File: src/sv/evolutionary_parent_selector_unit_defines.svh
// Assertion macros for the parent selector unit.
// Depends on nothing; users must have clk_i and rst_ni in scope.
`ifndef EVOLUTIONARY_PARENT_SELECTOR_UNIT_DEFINES_SVH
`define EVOLUTIONARY_PARENT_SELECTOR_UNIT_DEFINES_SVH
`ifndef NO_ASSERTIONS
// Check a property on every clock edge outside reset
`define EPS_ASSERT(lbl, prop) \
  lbl: assert property (@(posedge clk_i) disable iff (!rst_ni) prop) \
    else $error("eps: assertion failed");
// Check that a condition never holds outside reset
`define EPS_ASSERT_NEVER(lbl, cond) \
  lbl: assert property (@(posedge clk_i) disable iff (!rst_ni) !(cond)) \
    else $error("eps: forbidden condition seen");
`else
`define EPS_ASSERT(lbl, prop)
`define EPS_ASSERT_NEVER(lbl, cond)
`endif
`endif

File: src/sv/eps_pkg.sv
// Shared types and constants of the parent selector unit.
// Used by the controller, the datapath and the top level.
package eps_pkg;

  localparam int FIT_W     = 32;
  localparam int RAND_W    = 32;
  localparam int OUT_CNT_W = 5;

  typedef enum logic [1:0] {
    ACT_STORE  = 2'd0,
    ACT_CLEAR  = 2'd1,
    ACT_SELECT = 2'd2,
    ACT_NONE   = 2'd3
  } act_e;

  typedef enum logic [1:0] {
    MODE_BEST   = 2'd0,
    MODE_RANK   = 2'd1,
    MODE_TOURN  = 2'd2,
    MODE_RANDOM = 2'd3
  } mode_e;

  // Divider operand choice: first word by count, second word by count
  // minus one, first word by triangular total
  typedef enum logic [1:0] {
    DIV_FIRST  = 2'd0,
    DIV_SECOND = 2'd1,
    DIV_TOTAL  = 2'd2
  } div_sel_e;

  typedef struct packed {
    logic     load;
    logic     clear;
    logic     scan_init;
    logic     scan_run;
    logic     rank_next;
    logic     shift_init;
    logic     shift_run;
    logic     put;
    logic     div_start;
    div_sel_e div_sel;
    logic     div_cap;
    div_sel_e cap_sel;
    logic     walk_run;
    logic     zero_a;
    logic     fetch_a;
    logic     fetch_b;
    logic     judge;
  } cmd_t;

  typedef struct packed {
    act_e  act;
    mode_e mode;
    logic  empty;
    logic  single;
    logic  full;
    logic  hit;
    logic  scan_done;
    logic  shift_done;
    logic  walk_done;
    logic  rank_last;
    logic  div_done;
  } stat_t;

endpackage

File: src/sv/eps_divider.sv
// Restoring remainder unit, one dividend bit per cycle.
// Depends on eps_pkg for the dividend width.
module eps_divider #(
  parameter int DVS_W = 16
) (
  input  logic                     clk_i,
  input  logic                     rst_ni,
  input  logic                     start_i,
  input  logic [eps_pkg::RAND_W-1:0] dividend_i,
  input  logic [DVS_W-1:0]         divisor_i,
  output logic                     done_o,
  output logic [DVS_W-1:0]         rem_o
);

  localparam int CNT_W = $clog2(eps_pkg::RAND_W + 1);

  logic                       busy_q;
  logic                       done_q;
  logic [CNT_W-1:0]           cnt_q;
  logic [DVS_W-1:0]           rem_q;
  logic [DVS_W-1:0]           dvs_q;
  logic [eps_pkg::RAND_W-1:0] quo_q;
  logic [DVS_W:0]             shifted;
  logic [DVS_W:0]             diff;
  logic [DVS_W-1:0]           rem_d;

  // Bring down the next dividend bit and subtract when it fits
  always_comb begin
    shifted = {rem_q, quo_q[eps_pkg::RAND_W-1]};
    diff    = shifted - {1'b0, dvs_q};
    if (shifted >= {1'b0, dvs_q}) begin
      rem_d = diff[DVS_W-1:0];
    end else begin
      rem_d = shifted[DVS_W-1:0];
    end
  end

  // Sequence control
  always_ff @(posedge clk_i or negedge rst_ni) begin
    if (!rst_ni) begin
      busy_q <= 1'b0;
      done_q <= 1'b0;
      cnt_q  <= '0;
    end else if (start_i) begin
      busy_q <= 1'b1;
      done_q <= 1'b0;
      cnt_q  <= CNT_W'(eps_pkg::RAND_W);
    end else begin
      done_q <= busy_q && (cnt_q == CNT_W'(1));
      if (busy_q) begin
        cnt_q <= cnt_q - CNT_W'(1);
        if (cnt_q == CNT_W'(1)) begin
          busy_q <= 1'b0;
        end
      end
    end
  end

  // Partial remainder and dividend shift
  always_ff @(posedge clk_i) begin
    if (start_i) begin
      rem_q <= '0;
      dvs_q <= divisor_i;
      quo_q <= dividend_i;
    end else if (busy_q) begin
      rem_q <= rem_d;
      quo_q <= {quo_q[eps_pkg::RAND_W-2:0], 1'b0};
    end
  end

  assign done_o = done_q;
  assign rem_o  = rem_q;

endmodule

File: src/sv/eps_dpath.sv
// Datapath of the parent selector: entry memory, scan accumulators,
// rank walk, tournament picks and the remainder unit. Uses eps_pkg.
`include "evolutionary_parent_selector_unit_defines.svh"
module eps_dpath #(
  parameter int MAX_ENTRIES = 16,
  parameter int KEY_BITS    = 8
) (
  input  logic                          clk_i,
  input  logic                          rst_ni,
  input  logic                          cfg_we_i,
  input  logic [1:0]                    cfg_data_i,
  input  logic [1:0]                    action_i,
  input  logic [KEY_BITS-1:0]           entry_key_i,
  input  logic [eps_pkg::FIT_W-1:0]     entry_fitness_i,
  input  logic [eps_pkg::RAND_W-1:0]    rand_first_i,
  input  logic [eps_pkg::RAND_W-1:0]    rand_second_i,
  input  eps_pkg::cmd_t                 cmd_i,
  output eps_pkg::stat_t                stat_o,
  output logic [KEY_BITS-1:0]           chosen_key_o,
  output logic                          chosen_valid_o,
  output logic [eps_pkg::OUT_CNT_W-1:0] entry_count_o
);

  localparam int CNT_W = $clog2(MAX_ENTRIES + 1);
  localparam int IDX_W = $clog2(MAX_ENTRIES);
  localparam int TOT_W = $clog2(MAX_ENTRIES * (MAX_ENTRIES + 1) / 2 + 1);
  localparam int FIT_W = eps_pkg::FIT_W;

  // Entry store
  logic [KEY_BITS-1:0] key_mem [MAX_ENTRIES];
  logic [FIT_W-1:0]    fit_mem [MAX_ENTRIES];
  logic [KEY_BITS-1:0] rd_key_q;
  logic [FIT_W-1:0]    rd_fit_q;
  logic [IDX_W-1:0]    rd_addr;
  logic                wr_en;
  logic [IDX_W-1:0]    wr_addr;
  logic [KEY_BITS-1:0] wr_key;
  logic [FIT_W-1:0]    wr_fit;

  // Control state
  eps_pkg::mode_e mode_q;
  logic [CNT_W-1:0] cnt_q;
  logic             rd_vld_q;

  // Item and working registers
  eps_pkg::act_e              act_q;
  logic [KEY_BITS-1:0]        key_q;
  logic [FIT_W-1:0]           fit_q;
  logic [eps_pkg::RAND_W-1:0] r1_q;
  logic [eps_pkg::RAND_W-1:0] r2_q;
  logic                       res_valid_q;
  logic [IDX_W-1:0]           rd_idx_q;
  logic [CNT_W-1:0]           idx_q;
  logic [CNT_W-1:0]           sh_q;
  logic [CNT_W-1:0]           pos_q;
  logic                       found_q;
  logic                       hit_q;
  logic [FIT_W-1:0]           best_fit_q;
  logic [KEY_BITS-1:0]        best_key_q;
  logic [IDX_W-1:0]           best_idx_q;
  logic [FIT_W-1:0]           prev_fit_q;
  logic [IDX_W-1:0]           prev_idx_q;
  logic [CNT_W-1:0]           pass_q;
  logic [CNT_W-1:0]           target_q;
  logic [CNT_W-1:0]           step_q;
  logic [TOT_W-1:0]           rr_q;
  logic [IDX_W-1:0]           a_q;
  logic [IDX_W-1:0]           b_q;
  logic [KEY_BITS-1:0]        fa_key_q;
  logic [FIT_W-1:0]           fa_fit_q;

  // Combinational helpers
  logic [CNT_W-1:0]           sh_m1;
  logic [IDX_W-1:0]           rd_nx;
  logic [IDX_W-1:0]           rd_idx_d;
  logic                       rd_vld_d;
  logic [CNT_W:0]             n_plus1;
  logic [2*CNT_W:0]           tri_prod;
  logic [TOT_W-1:0]           tri_total;
  logic                       div_start;
  logic [eps_pkg::RAND_W-1:0] div_dividend;
  logic [TOT_W-1:0]           div_divisor;
  logic                       div_done;
  logic [TOT_W-1:0]           div_rem;
  logic [IDX_W-1:0]           rem_idx;
  logic                       walk_done;
  logic                       gt_prev;
  logic                       take_best;
  logic                       take_rank;
  logic                       a_wins;

  assign sh_m1    = sh_q - CNT_W'(1);
  assign rd_nx    = IDX_W'({1'b0, rd_idx_q} + (IDX_W + 1)'(1));
  assign rem_idx  = div_rem[IDX_W-1:0];
  assign walk_done = !(rr_q > TOT_W'(step_q));

  // Triangular total n(n+1)/2 for the rank draw
  assign n_plus1   = {1'b0, cnt_q} + (CNT_W + 1)'(1);
  assign tri_prod  = {{(CNT_W + 1){1'b0}}, cnt_q} * {{CNT_W{1'b0}}, n_plus1};
  assign tri_total = TOT_W'(tri_prod >> 1);

  // Pick divider operands
  always_comb begin
    div_start    = cmd_i.div_start;
    div_dividend = r1_q;
    div_divisor  = TOT_W'(cnt_q);
    case (cmd_i.div_sel)
      eps_pkg::DIV_FIRST: begin
        div_dividend = r1_q;
        div_divisor  = TOT_W'(cnt_q);
      end
      eps_pkg::DIV_SECOND: begin
        div_dividend = r2_q;
        div_divisor  = TOT_W'(cnt_q - CNT_W'(1));
      end
      eps_pkg::DIV_TOTAL: begin
        div_dividend = r1_q;
        div_divisor  = tri_total;
      end
      default: begin
        div_dividend = r1_q;
        div_divisor  = TOT_W'(cnt_q);
      end
    endcase
  end

  eps_divider #(
    .DVS_W(TOT_W)
  ) u_div (
    .clk_i     (clk_i),
    .rst_ni    (rst_ni),
    .start_i   (div_start),
    .dividend_i(div_dividend),
    .divisor_i (div_divisor),
    .done_o    (div_done),
    .rem_o     (div_rem)
  );

  // Memory address and write selection
  always_comb begin
    if (cmd_i.fetch_a) begin
      rd_addr = a_q;
    end else if (cmd_i.fetch_b) begin
      rd_addr = b_q;
    end else if (cmd_i.shift_run) begin
      rd_addr = sh_m1[IDX_W-1:0];
    end else begin
      rd_addr = idx_q[IDX_W-1:0];
    end
    rd_idx_d = cmd_i.shift_run ? sh_m1[IDX_W-1:0] : idx_q[IDX_W-1:0];
    rd_vld_d = (cmd_i.scan_run && (idx_q < cnt_q)) ||
               (cmd_i.shift_run && (sh_q > pos_q));
    wr_en    = cmd_i.put || (cmd_i.shift_run && rd_vld_q);
    if (cmd_i.put) begin
      wr_addr = pos_q[IDX_W-1:0];
      wr_key  = key_q;
      wr_fit  = fit_q;
    end else begin
      wr_addr = rd_nx;
      wr_key  = rd_key_q;
      wr_fit  = rd_fit_q;
    end
  end

  // Entry store with registered read
  always_ff @(posedge clk_i) begin
    if (wr_en) begin
      key_mem[wr_addr] <= wr_key;
      fit_mem[wr_addr] <= wr_fit;
    end
    rd_key_q <= key_mem[rd_addr];
    rd_fit_q <= fit_mem[rd_addr];
  end

  // Scan decisions
  always_comb begin
    gt_prev   = (pass_q == '0) || (rd_fit_q > prev_fit_q) ||
                ((rd_fit_q == prev_fit_q) && (rd_idx_q > prev_idx_q));
    take_best = !found_q || (rd_fit_q > best_fit_q);
    take_rank = gt_prev && (!found_q || (rd_fit_q < best_fit_q));
    a_wins    = (mode_q != eps_pkg::MODE_TOURN) || (cnt_q < CNT_W'(2)) ||
                (fa_fit_q >= rd_fit_q);
  end

  // Control registers: mode, count, read pipeline flag
  always_ff @(posedge clk_i or negedge rst_ni) begin
    if (!rst_ni) begin
      mode_q   <= eps_pkg::MODE_BEST;
      cnt_q    <= '0;
      rd_vld_q <= 1'b0;
    end else begin
      if (cfg_we_i) begin
        mode_q <= eps_pkg::mode_e'(cfg_data_i);
      end
      if (cmd_i.clear) begin
        cnt_q <= '0;
      end else if (cmd_i.put && !hit_q) begin
        cnt_q <= cnt_q + CNT_W'(1);
      end
      rd_vld_q <= rd_vld_d;
    end
  end

  // Working registers
  always_ff @(posedge clk_i) begin
    // hold the item
    if (cmd_i.load) begin
      act_q       <= eps_pkg::act_e'(action_i);
      key_q       <= entry_key_i;
      fit_q       <= entry_fitness_i;
      r1_q        <= rand_first_i;
      r2_q        <= rand_second_i;
      res_valid_q <= (eps_pkg::act_e'(action_i) == eps_pkg::ACT_SELECT) &&
                     (cnt_q != '0);
      best_key_q  <= '0;
    end
    rd_idx_q <= rd_idx_d;

    // advance the scan and fold in each returned word
    if (cmd_i.scan_run) begin
      if (idx_q < cnt_q) begin
        idx_q <= idx_q + CNT_W'(1);
      end
      if (rd_vld_q) begin
        if (act_q == eps_pkg::ACT_STORE) begin
          if (!found_q && (rd_key_q >= key_q)) begin
            found_q <= 1'b1;
            pos_q   <= CNT_W'(rd_idx_q);
            hit_q   <= (rd_key_q == key_q);
          end
        end else if ((mode_q == eps_pkg::MODE_RANK) ? take_rank : take_best) begin
          found_q    <= 1'b1;
          best_fit_q <= rd_fit_q;
          best_key_q <= rd_key_q;
          best_idx_q <= rd_idx_q;
        end
      end
    end
    if (cmd_i.scan_init) begin
      idx_q   <= '0;
      found_q <= 1'b0;
      hit_q   <= 1'b0;
      pos_q   <= cnt_q;
      pass_q  <= '0;
    end
    if (cmd_i.rank_next) begin
      idx_q      <= '0;
      found_q    <= 1'b0;
      pass_q     <= pass_q + CNT_W'(1);
      prev_fit_q <= best_fit_q;
      prev_idx_q <= best_idx_q;
    end

    // walk down the insertion gap
    if (cmd_i.shift_init) begin
      sh_q <= cnt_q;
    end else if (cmd_i.shift_run && (sh_q > pos_q)) begin
      sh_q <= sh_m1;
    end

    // take divider results
    if (cmd_i.div_cap) begin
      case (cmd_i.cap_sel)
        eps_pkg::DIV_FIRST: begin
          a_q <= rem_idx;
        end
        eps_pkg::DIV_SECOND: begin
          b_q <= (rem_idx >= a_q) ? rem_idx + IDX_W'(1) : rem_idx;
        end
        eps_pkg::DIV_TOTAL: begin
          rr_q     <= div_rem + TOT_W'(1);
          step_q   <= CNT_W'(1);
          target_q <= '0;
        end
        default: begin
          a_q <= rem_idx;
        end
      endcase
    end
    if (cmd_i.zero_a) begin
      a_q <= '0;
    end

    // use up the draw one rank at a time
    if (cmd_i.walk_run && !walk_done) begin
      rr_q     <= rr_q - TOT_W'(step_q);
      step_q   <= step_q + CNT_W'(1);
      target_q <= target_q + CNT_W'(1);
    end

    // hold contestant a, then judge against b
    if (cmd_i.fetch_b) begin
      fa_key_q <= rd_key_q;
      fa_fit_q <= rd_fit_q;
    end
    if (cmd_i.judge) begin
      best_key_q <= a_wins ? fa_key_q : rd_key_q;
    end
  end

  // Status to the controller
  always_comb begin
    stat_o            = '0;
    stat_o.act        = act_q;
    stat_o.mode       = mode_q;
    stat_o.empty      = (cnt_q == '0);
    stat_o.single     = (cnt_q == CNT_W'(1));
    stat_o.full       = (cnt_q == CNT_W'(MAX_ENTRIES));
    stat_o.hit        = hit_q;
    stat_o.scan_done  = (idx_q == cnt_q) && !rd_vld_q;
    stat_o.shift_done = (sh_q == pos_q) && !rd_vld_q;
    stat_o.walk_done  = walk_done;
    stat_o.rank_last  = (pass_q == target_q);
    stat_o.div_done   = div_done;
  end

  assign chosen_key_o   = res_valid_q ? best_key_q : '0;
  assign chosen_valid_o = res_valid_q;
  assign entry_count_o  = eps_pkg::OUT_CNT_W'(cnt_q);

  `EPS_ASSERT(a_cnt_bound, cnt_q <= CNT_W'(MAX_ENTRIES))
  `EPS_ASSERT(a_put_room, (cmd_i.put && !hit_q) |-> (cnt_q < CNT_W'(MAX_ENTRIES)))
  `EPS_ASSERT(a_shift_addr, (cmd_i.shift_run && rd_vld_q) |-> ({1'b0, rd_idx_q} < cnt_q))
  `EPS_ASSERT(a_rank_target, (cmd_i.walk_run && walk_done) |-> (target_q < cnt_q))
  `EPS_ASSERT_NEVER(a_pass_over, cmd_i.rank_next && (pass_q >= target_q))

endmodule

File: src/sv/eps_ctrl.sv
// Controller of the parent selector: sequences each word through the
// datapath by command and status structs. Uses eps_pkg.
module eps_ctrl (
  input  logic           clk_i,
  input  logic           rst_ni,
  input  logic           start_i,
  input  eps_pkg::stat_t stat_i,
  output eps_pkg::cmd_t  cmd_o,
  output logic           busy_o,
  output logic           done_o
);

  typedef enum logic [12:0] {
    S_IDLE     = 13'b0000000000001,
    S_DISPATCH = 13'b0000000000010,
    S_DIV_A    = 13'b0000000000100,
    S_DIV_B    = 13'b0000000001000,
    S_DIV_T    = 13'b0000000010000,
    S_WALK     = 13'b0000000100000,
    S_SCAN     = 13'b0000001000000,
    S_SHIFT    = 13'b0000010000000,
    S_PUT      = 13'b0000100000000,
    S_FETCH_A  = 13'b0001000000000,
    S_FETCH_B  = 13'b0010000000000,
    S_JUDGE    = 13'b0100000000000,
    S_RESP     = 13'b1000000000000
  } state_e;

  state_e state_q;
  state_e state_d;

  // Next state and commands
  always_comb begin
    state_d = state_q;
    cmd_o   = '0;
    case (state_q)
      S_IDLE: begin
        if (start_i) begin
          cmd_o.load = 1'b1;
          state_d    = S_DISPATCH;
        end
      end
      S_DISPATCH: begin
        case (stat_i.act)
          eps_pkg::ACT_STORE: begin
            cmd_o.scan_init = 1'b1;
            state_d         = S_SCAN;
          end
          eps_pkg::ACT_CLEAR: begin
            cmd_o.clear = 1'b1;
            state_d     = S_RESP;
          end
          eps_pkg::ACT_SELECT: begin
            if (stat_i.empty) begin
              state_d = S_RESP;
            end else begin
              case (stat_i.mode)
                eps_pkg::MODE_BEST: begin
                  cmd_o.scan_init = 1'b1;
                  state_d         = S_SCAN;
                end
                eps_pkg::MODE_RANK: begin
                  cmd_o.div_start = 1'b1;
                  cmd_o.div_sel   = eps_pkg::DIV_TOTAL;
                  state_d         = S_DIV_T;
                end
                eps_pkg::MODE_TOURN: begin
                  if (stat_i.single) begin
                    cmd_o.zero_a = 1'b1;
                    state_d      = S_FETCH_A;
                  end else begin
                    cmd_o.div_start = 1'b1;
                    cmd_o.div_sel   = eps_pkg::DIV_FIRST;
                    state_d         = S_DIV_A;
                  end
                end
                default: begin
                  cmd_o.div_start = 1'b1;
                  cmd_o.div_sel   = eps_pkg::DIV_FIRST;
                  state_d         = S_DIV_A;
                end
              endcase
            end
          end
          default: begin
            state_d = S_RESP;
          end
        endcase
      end
      S_DIV_A: begin
        cmd_o.div_sel = eps_pkg::DIV_FIRST;
        if (stat_i.div_done) begin
          cmd_o.div_cap = 1'b1;
          cmd_o.cap_sel = eps_pkg::DIV_FIRST;
          if (stat_i.mode == eps_pkg::MODE_TOURN) begin
            cmd_o.div_start = 1'b1;
            cmd_o.div_sel   = eps_pkg::DIV_SECOND;
            state_d         = S_DIV_B;
          end else begin
            state_d = S_FETCH_A;
          end
        end
      end
      S_DIV_B: begin
        if (stat_i.div_done) begin
          cmd_o.div_cap = 1'b1;
          cmd_o.cap_sel = eps_pkg::DIV_SECOND;
          state_d       = S_FETCH_A;
        end
      end
      S_DIV_T: begin
        if (stat_i.div_done) begin
          cmd_o.div_cap = 1'b1;
          cmd_o.cap_sel = eps_pkg::DIV_TOTAL;
          state_d       = S_WALK;
        end
      end
      S_WALK: begin
        cmd_o.walk_run = 1'b1;
        if (stat_i.walk_done) begin
          cmd_o.scan_init = 1'b1;
          state_d         = S_SCAN;
        end
      end
      S_SCAN: begin
        cmd_o.scan_run = 1'b1;
        if (stat_i.scan_done) begin
          if (stat_i.act == eps_pkg::ACT_STORE) begin
            if (stat_i.hit) begin
              state_d = S_PUT;
            end else if (stat_i.full) begin
              state_d = S_RESP;
            end else begin
              cmd_o.shift_init = 1'b1;
              state_d          = S_SHIFT;
            end
          end else if ((stat_i.mode == eps_pkg::MODE_RANK) && !stat_i.rank_last) begin
            cmd_o.rank_next = 1'b1;
          end else begin
            state_d = S_RESP;
          end
        end
      end
      S_SHIFT: begin
        cmd_o.shift_run = 1'b1;
        if (stat_i.shift_done) begin
          state_d = S_PUT;
        end
      end
      S_PUT: begin
        cmd_o.put = 1'b1;
        state_d   = S_RESP;
      end
      S_FETCH_A: begin
        cmd_o.fetch_a = 1'b1;
        state_d       = S_FETCH_B;
      end
      S_FETCH_B: begin
        cmd_o.fetch_b = 1'b1;
        state_d       = S_JUDGE;
      end
      S_JUDGE: begin
        cmd_o.judge = 1'b1;
        state_d     = S_RESP;
      end
      S_RESP: begin
        state_d = S_IDLE;
      end
      default: begin
        state_d = S_IDLE;
      end
    endcase
  end

  // State register
  always_ff @(posedge clk_i or negedge rst_ni) begin
    if (!rst_ni) begin
      state_q <= S_IDLE;
    end else begin
      state_q <= state_d;
    end
  end

  assign busy_o = (state_q != S_IDLE);
  assign done_o = (state_q == S_RESP);

endmodule

File: src/sv/evolutionary_parent_selector_unit.sv
// Top level of the parent selector: controller plus datapath.
// Depends on eps_pkg, eps_ctrl, eps_dpath and eps_divider.
//
//  channel  | handshake                  | payload
//  ---------+----------------------------+------------------------------------
//  command  | start_i, busy_o            | action, entry_key, entry_fitness,
//           |                            | rand_first, rand_second
//  result   | done_o (one-cycle strobe)  | chosen_key, chosen_valid,
//           |                            | entry_count
//  config   | cfg_valid_i, cfg_ready_o   | cfg_data_i (selection mode)
//
// One word at a time; busy_o stays high from acceptance until the done_o cycle.
// With n entries held, store scans the n keys, then on a key hit writes in
// place, or with room on an insert shifts the larger entries one per cycle
// through the single port and writes. Select: best scans all entries; random
// runs the 32-step remainder unit once and tournament twice; rank runs it on
// the triangular total, walks to rank t and scans t + 1 times; a tournament
// over one entry skips it. Empty select, clear and unknown actions go to S_RESP.
// Reset empties the table at once. The result receiver cannot stall; config is
// ready only while idle with no word offered.
module evolutionary_parent_selector_unit #(
  parameter int MAX_ENTRIES = 16,
  parameter int KEY_BITS    = 8
) (
  input  logic                          clk_i,
  input  logic                          rst_ni,
  input  logic                          start_i,
  output logic                          busy_o,
  input  logic [1:0]                    action_i,
  input  logic [KEY_BITS-1:0]           entry_key_i,
  input  logic [eps_pkg::FIT_W-1:0]     entry_fitness_i,
  input  logic [eps_pkg::RAND_W-1:0]    rand_first_i,
  input  logic [eps_pkg::RAND_W-1:0]    rand_second_i,
  output logic                          done_o,
  output logic [KEY_BITS-1:0]           chosen_key_o,
  output logic                          chosen_valid_o,
  output logic [eps_pkg::OUT_CNT_W-1:0] entry_count_o,
  input  logic                          cfg_valid_i,
  output logic                          cfg_ready_o,
  input  logic [1:0]                    cfg_data_i
);

  eps_pkg::cmd_t  cmd;
  eps_pkg::stat_t stat;
  logic           busy;

  // Take config only while no word is in flight or offered
  assign cfg_ready_o = !busy && !start_i;
  assign busy_o      = busy;

  eps_ctrl u_ctrl (
    .clk_i  (clk_i),
    .rst_ni (rst_ni),
    .start_i(start_i && !busy),
    .stat_i (stat),
    .cmd_o  (cmd),
    .busy_o (busy),
    .done_o (done_o)
  );

  eps_dpath #(
    .MAX_ENTRIES(MAX_ENTRIES),
    .KEY_BITS   (KEY_BITS)
  ) u_dpath (
    .clk_i          (clk_i),
    .rst_ni         (rst_ni),
    .cfg_we_i       (cfg_valid_i && cfg_ready_o),
    .cfg_data_i     (cfg_data_i),
    .action_i       (action_i),
    .entry_key_i    (entry_key_i),
    .entry_fitness_i(entry_fitness_i),
    .rand_first_i   (rand_first_i),
    .rand_second_i  (rand_second_i),
    .cmd_i          (cmd),
    .stat_o         (stat),
    .chosen_key_o   (chosen_key_o),
    .chosen_valid_o (chosen_valid_o),
    .entry_count_o  (entry_count_o)
  );

endmodule

File: config.mk
export PLATFORM = sky130hd
export DESIGN_NAME = evolutionary_parent_selector_unit
export DESIGN_NICKNAME = d
export VERILOG_FILES = /design/src/sv/eps_pkg.sv /design/src/sv/eps_divider.sv /design/src/sv/eps_dpath.sv /design/src/sv/eps_ctrl.sv /design/src/sv/evolutionary_parent_selector_unit.sv
export VERILOG_INCLUDE_DIRS = /design/src /design/src/sv
export SDC_FILE = /design/constraint.sdc
export NUM_CORES = 2
export LEC_CHECK = 0
export BUFFER_PORTS_ARGS = -buffer_cell sky130_fd_sc_hd__clkbuf_2
export CAP_MARGIN = 20
export CORE_ASPECT_RATIO = 1.5
export CORE_MARGIN = 3
export CORE_UTILIZATION = 65
export CTS_BUF_LIST = sky130_fd_sc_hd__clkbuf_4
export DETAILED_ROUTE_END_ITERATION = 12
export GPL_TIMING_DRIVEN = 1
export PLACE_DENSITY = 0.86
export SKIP_CTS_REPAIR_TIMING = 1
export SLEW_MARGIN = 10
export SYNTH_ARGS = -nofsm -noshare
export SYNTH_HDL_FRONTEND = slang
export SYNTH_HIERARCHICAL = 1
export SYNTH_SLANG_ARGS = --single-unit
File: constraint.sdc
create_clock -name clk_i -period 9.4 [get_ports clk_i]
set_input_delay 0.47 -clock clk_i [delete_from_list [all_inputs] [get_ports clk_i]]
set_output_delay 0.47 -clock clk_i [all_outputs]
set_load 0.02 [all_outputs]
==> key figures <==
Die
  – Die H: 330.9 um
  – Die W: 222.6 um
  – Starting density of the core: 65.93%
  – Row count: 118
  – IO Pins: 129
  – Core Area: 69390 um^2
  – Die area: 73670 um^2

Power
  – Peak supply drop: 0.1692 mV
  – PwrDens: 178.3 nW/um^2
  – Leakage power: 18.73 nW

Worst setup path
  – Crit path cell chain: nor4_1, nand2_1, nor3b_2, buf_4, mux2i_1, o21ai_4, buf_4, buf_12, mux2i_1, mux2i_1, mux2i_1, mux2i_1
  – Worst path bufs/invs: 3
  – CP max stage delay: 0.70 ns
  – Start point of the critical path: u_ctrl/state_q[2]
  – CP startpoint kind: register
  – Top delay family on crit path: buffers and inverters
  – Most used cell, CP: mux2i_1
  – Setup crit end kind: register
  – Required time of the critical path: 10.31 ns
  – CP max FO: 148
  – Reg2reg start: u_ctrl/state_q[2]
  – Critical path class: reg -> reg
  – Slowest cell on crit path: nor3b_2
  – Worst Path Arrival: 6.70 ns

CTS
  – Clock sink total: 1036
  – Bufs on Longest Clock Path: 3
  – Clock slew at reported path FFs: 0.09 ns
  – TritonCTS Buffers: 224
  – Clk Latency, worst-skew pair: 1.11 ns
  – CTS tree: yes
  – Clock H-tree levels: 4
  – Clk root buf: clkbuf_4

Layout
  – Layout cells sized above 1: 19.25%
  – FILL cells: 4073
  – Syn-to-layout area delta: 12.39%
  – Nets: 3688

Route
  – DRT antenna net count: 0
  – DR WL/cell: 23.36 um
  – DR iter-0 viols: 2376
  – DRT Wirelength: 104.9 mm
  – Drt pass-1 iters: 5
  – Number of vias per cell: 6.068
  – DRC Markers: 0
  – Routed vias: 27250

Worst hold path
  – Hold WC Path Type: in -> reg
  – Hold path startpoint: entry_fitness_i[26]

Placed design
  – Port Buffers: 128
  – GP Congestion: 0.8730
  – Place WS: 3.853 ns
  – Post-DP HPWL: 58.94 mm

GRT
  – Global-route wire length before repair: 153.2 mm
  – Initial antenna violation count: 4
  – Largest net degree at the start of global routing: 149
  – Gr usage total: 27.36%
  – Vias in the first global route: 28080
  – GRT Residual Overflow: 0

STA
  – Final hold viol count: 0
  – Total negative slack: 0 ns
  – Skew final: 0.06450 ns
  – Worst Max-Slew Pin Slew: 1.224 ns
  – Max Clk Rate: 0.1727 GHz
  – RSZ-0062 raised after global routing: false
  – Rel. slew slack: 18.37%
  – Final setup vio count: 0
  – Post-route clock period utilization: 61.59%
  – Fin crit period: 5.789 ns
  – Post-route setup slack: 3.611 ns
  – Slew Viols, Final: 0

Logic synthesis
  – Cells after Synth: 2985
  – Post-synth ARST share: 2.799%
  – Post-synth EDFFs: 936
  – Main area contributors after synthesis: edfxtp_1 61%, mux2i_1 13%, ha_1 4.6%
  – Synth Flop Type: edfxtp_1
  – Seq cells post-synth: 1036
  – Synth top area share: 61.43%
  – Yosys Warn Count: 6
  – Count of cell types in the netlist: 99
  – Top cell type by total area after synthesis: edfxtp_1
  – Synth Cell Area: 45750 um^2
  – Syn nets: 3279
  – Syn Area/Cell: 15.33 um^2
  – Seq/Total Area, Yosys: 66.13%

Run
  – Max Cap Viol: 0

Outcome
  – Status: finished clean
layout by cell type, fill, tap and decap left out, types with 10 or more instances in the layout:
master / instances
mux2_2: 78
dfxtp_1: 71
fa_1: 13
inv_1: 185
dfrtp_1: 28
xor2_1: 24
nor2b_1: 21
clkbuf_2: 128
a211oi_1: 10
nand2b_1: 18
clkinv_2: 26
edfxtp_1: 936
xnor2_1: 34
a21o_1: 23
and2_1: 18
o21ai_0: 59
ha_1: 169
nor2_4: 16
mux2i_1: 610
a21oi_1: 63
o21ai_1: 21
nor2_1: 97
clkinv_1: 58
nand3_1: 38
dlygate4sd3_1: 114
buf_2: 12
nand4_1: 20
nor3_1: 14
buf_4: 43
clkbuf_4: 322
nand2_1: 120
nor4_1: 15
logic make-up after synthesis:
group | share of synthesized area (%)
AO/OA/AOI/OAI | 3.919
AND/OR/NAND/NOR | 5.046
adder cells (fa/ha/maj) | 5.191
flip-flops | 66.13
buffers and inverters | 3.306
XOR/XNOR | 1.110
multiplexers | 15.30
per-stage QoR:
step	std cells	cell area (um^2)	total power (W)	utilization, %	hold slack, ns
floorplan	2985	45750	0.005627	-	0.1744
global placement	3939	47260	0.005774	68.11	0.4042
detailed placement	3953	47340	0.005803	68.22	0.4196
CTS	4369	50260	0.009171	72.42	-0.6298
global route	4488	51410	0.009524	74.09	0.01425
finish	4490	51420	0.009166	74.10	0.06552
layer usage:
metal	routed length [um]	track usage, %
met3	7451	5.443
met1	37260	31.58
met5	0	0
met2	54890	47.91
met4	5291	15.52
power by group:
part	switching [W]	internal [W]
Clock	0.00173	0.00168
Combinational	0.000322	0.000198
Sequential	0.0000879	0.00515
Total	0.00214	0.00703
final timing paths:
check | endpoint | slack, ns | depth (start not counted)
max in group asynchronous | u_dpath/entry_count_o[0] | 7.80 | 4
min reg2reg | u_dpath/prev_fit_q[12] | 0.42 | 0
max reg2reg | u_dpath/rd_fit_q[2] | 3.61 | 12
min in group asynchronous | u_ctrl/state_q[8] | 0.60 | 3
max | u_dpath/rd_fit_q[2] | 3.61 | 12
min | u_dpath/fit_q[26] | 0.07 | 2
layout make-up:
cell class	instances	area, um^2	share of cell area, %
multi-input cells	1643	14180	27.58
clock buffers	321	2410	4.687
flip-flops and latches	1036	30260	58.84
diodes	6	15.01	0.02920
repair buffers	300	2212	4.302
clock inverters	95	509.2	0.9904
inverters	189	709.4	1.380
well taps	900	1126	2.190
sequential cells by signal, indices dropped and copies added, names as in the netlist, 6 cells and up:
signal	flops
u_dpath/fa_key_q	8
u_dpath/rr_q	8
u_dpath/r1_q	32
u_dpath/fit_q	32
u_dpath/rd_fit_q	32
u_dpath/best_fit_q	32
u_dpath/u_div/dvs_q	8
u_dpath/best_key_q	8
u_dpath/u_div/cnt_q	6
u_dpath/u_div/rem_o	8
u_dpath/fit_mem	512
u_dpath/fa_fit_q	32
u_dpath/prev_fit_q	32
u_dpath/rd_key_q	8
u_dpath/r2_q	32
u_dpath/u_div/quo_q	32
u_dpath/key_q	8
u_ctrl/state_q	13
u_dpath/key_mem	128
Yosys cell counts, types with 5 or more instances:
master and instances:
buf_2 30, dfxtp_1 71, edfxtp_1 936, mux2i_1 610, or3_1 5, nor2b_1 21
nand3_1 39, nor3_1 14, xor2_1 24, xnor2_1 34, nor3b_1 9, dfrtp_1 28
o21ai_0 71, and2_1 18, o21a_1 8, o21ai_1 11, buf_6 40, a31oi_1 5
a221oi_1 6, nor4_1 16, mux2_2 78, o211ai_1 8, clkbuf_1 34, nand4_1 20
and4_1 6, or2_2 5, nor2_1 113, o31a_1 5, fa_1 13, a21oi_1 65
a21o_1 23, a221o_1 7, a211oi_1 10, nand2_1 120, inv_1 185, nand2b_1 18
and3_1 8, buf_1 6, buf_4 7, ha_1 169
(Power assumes the default switching activity.)
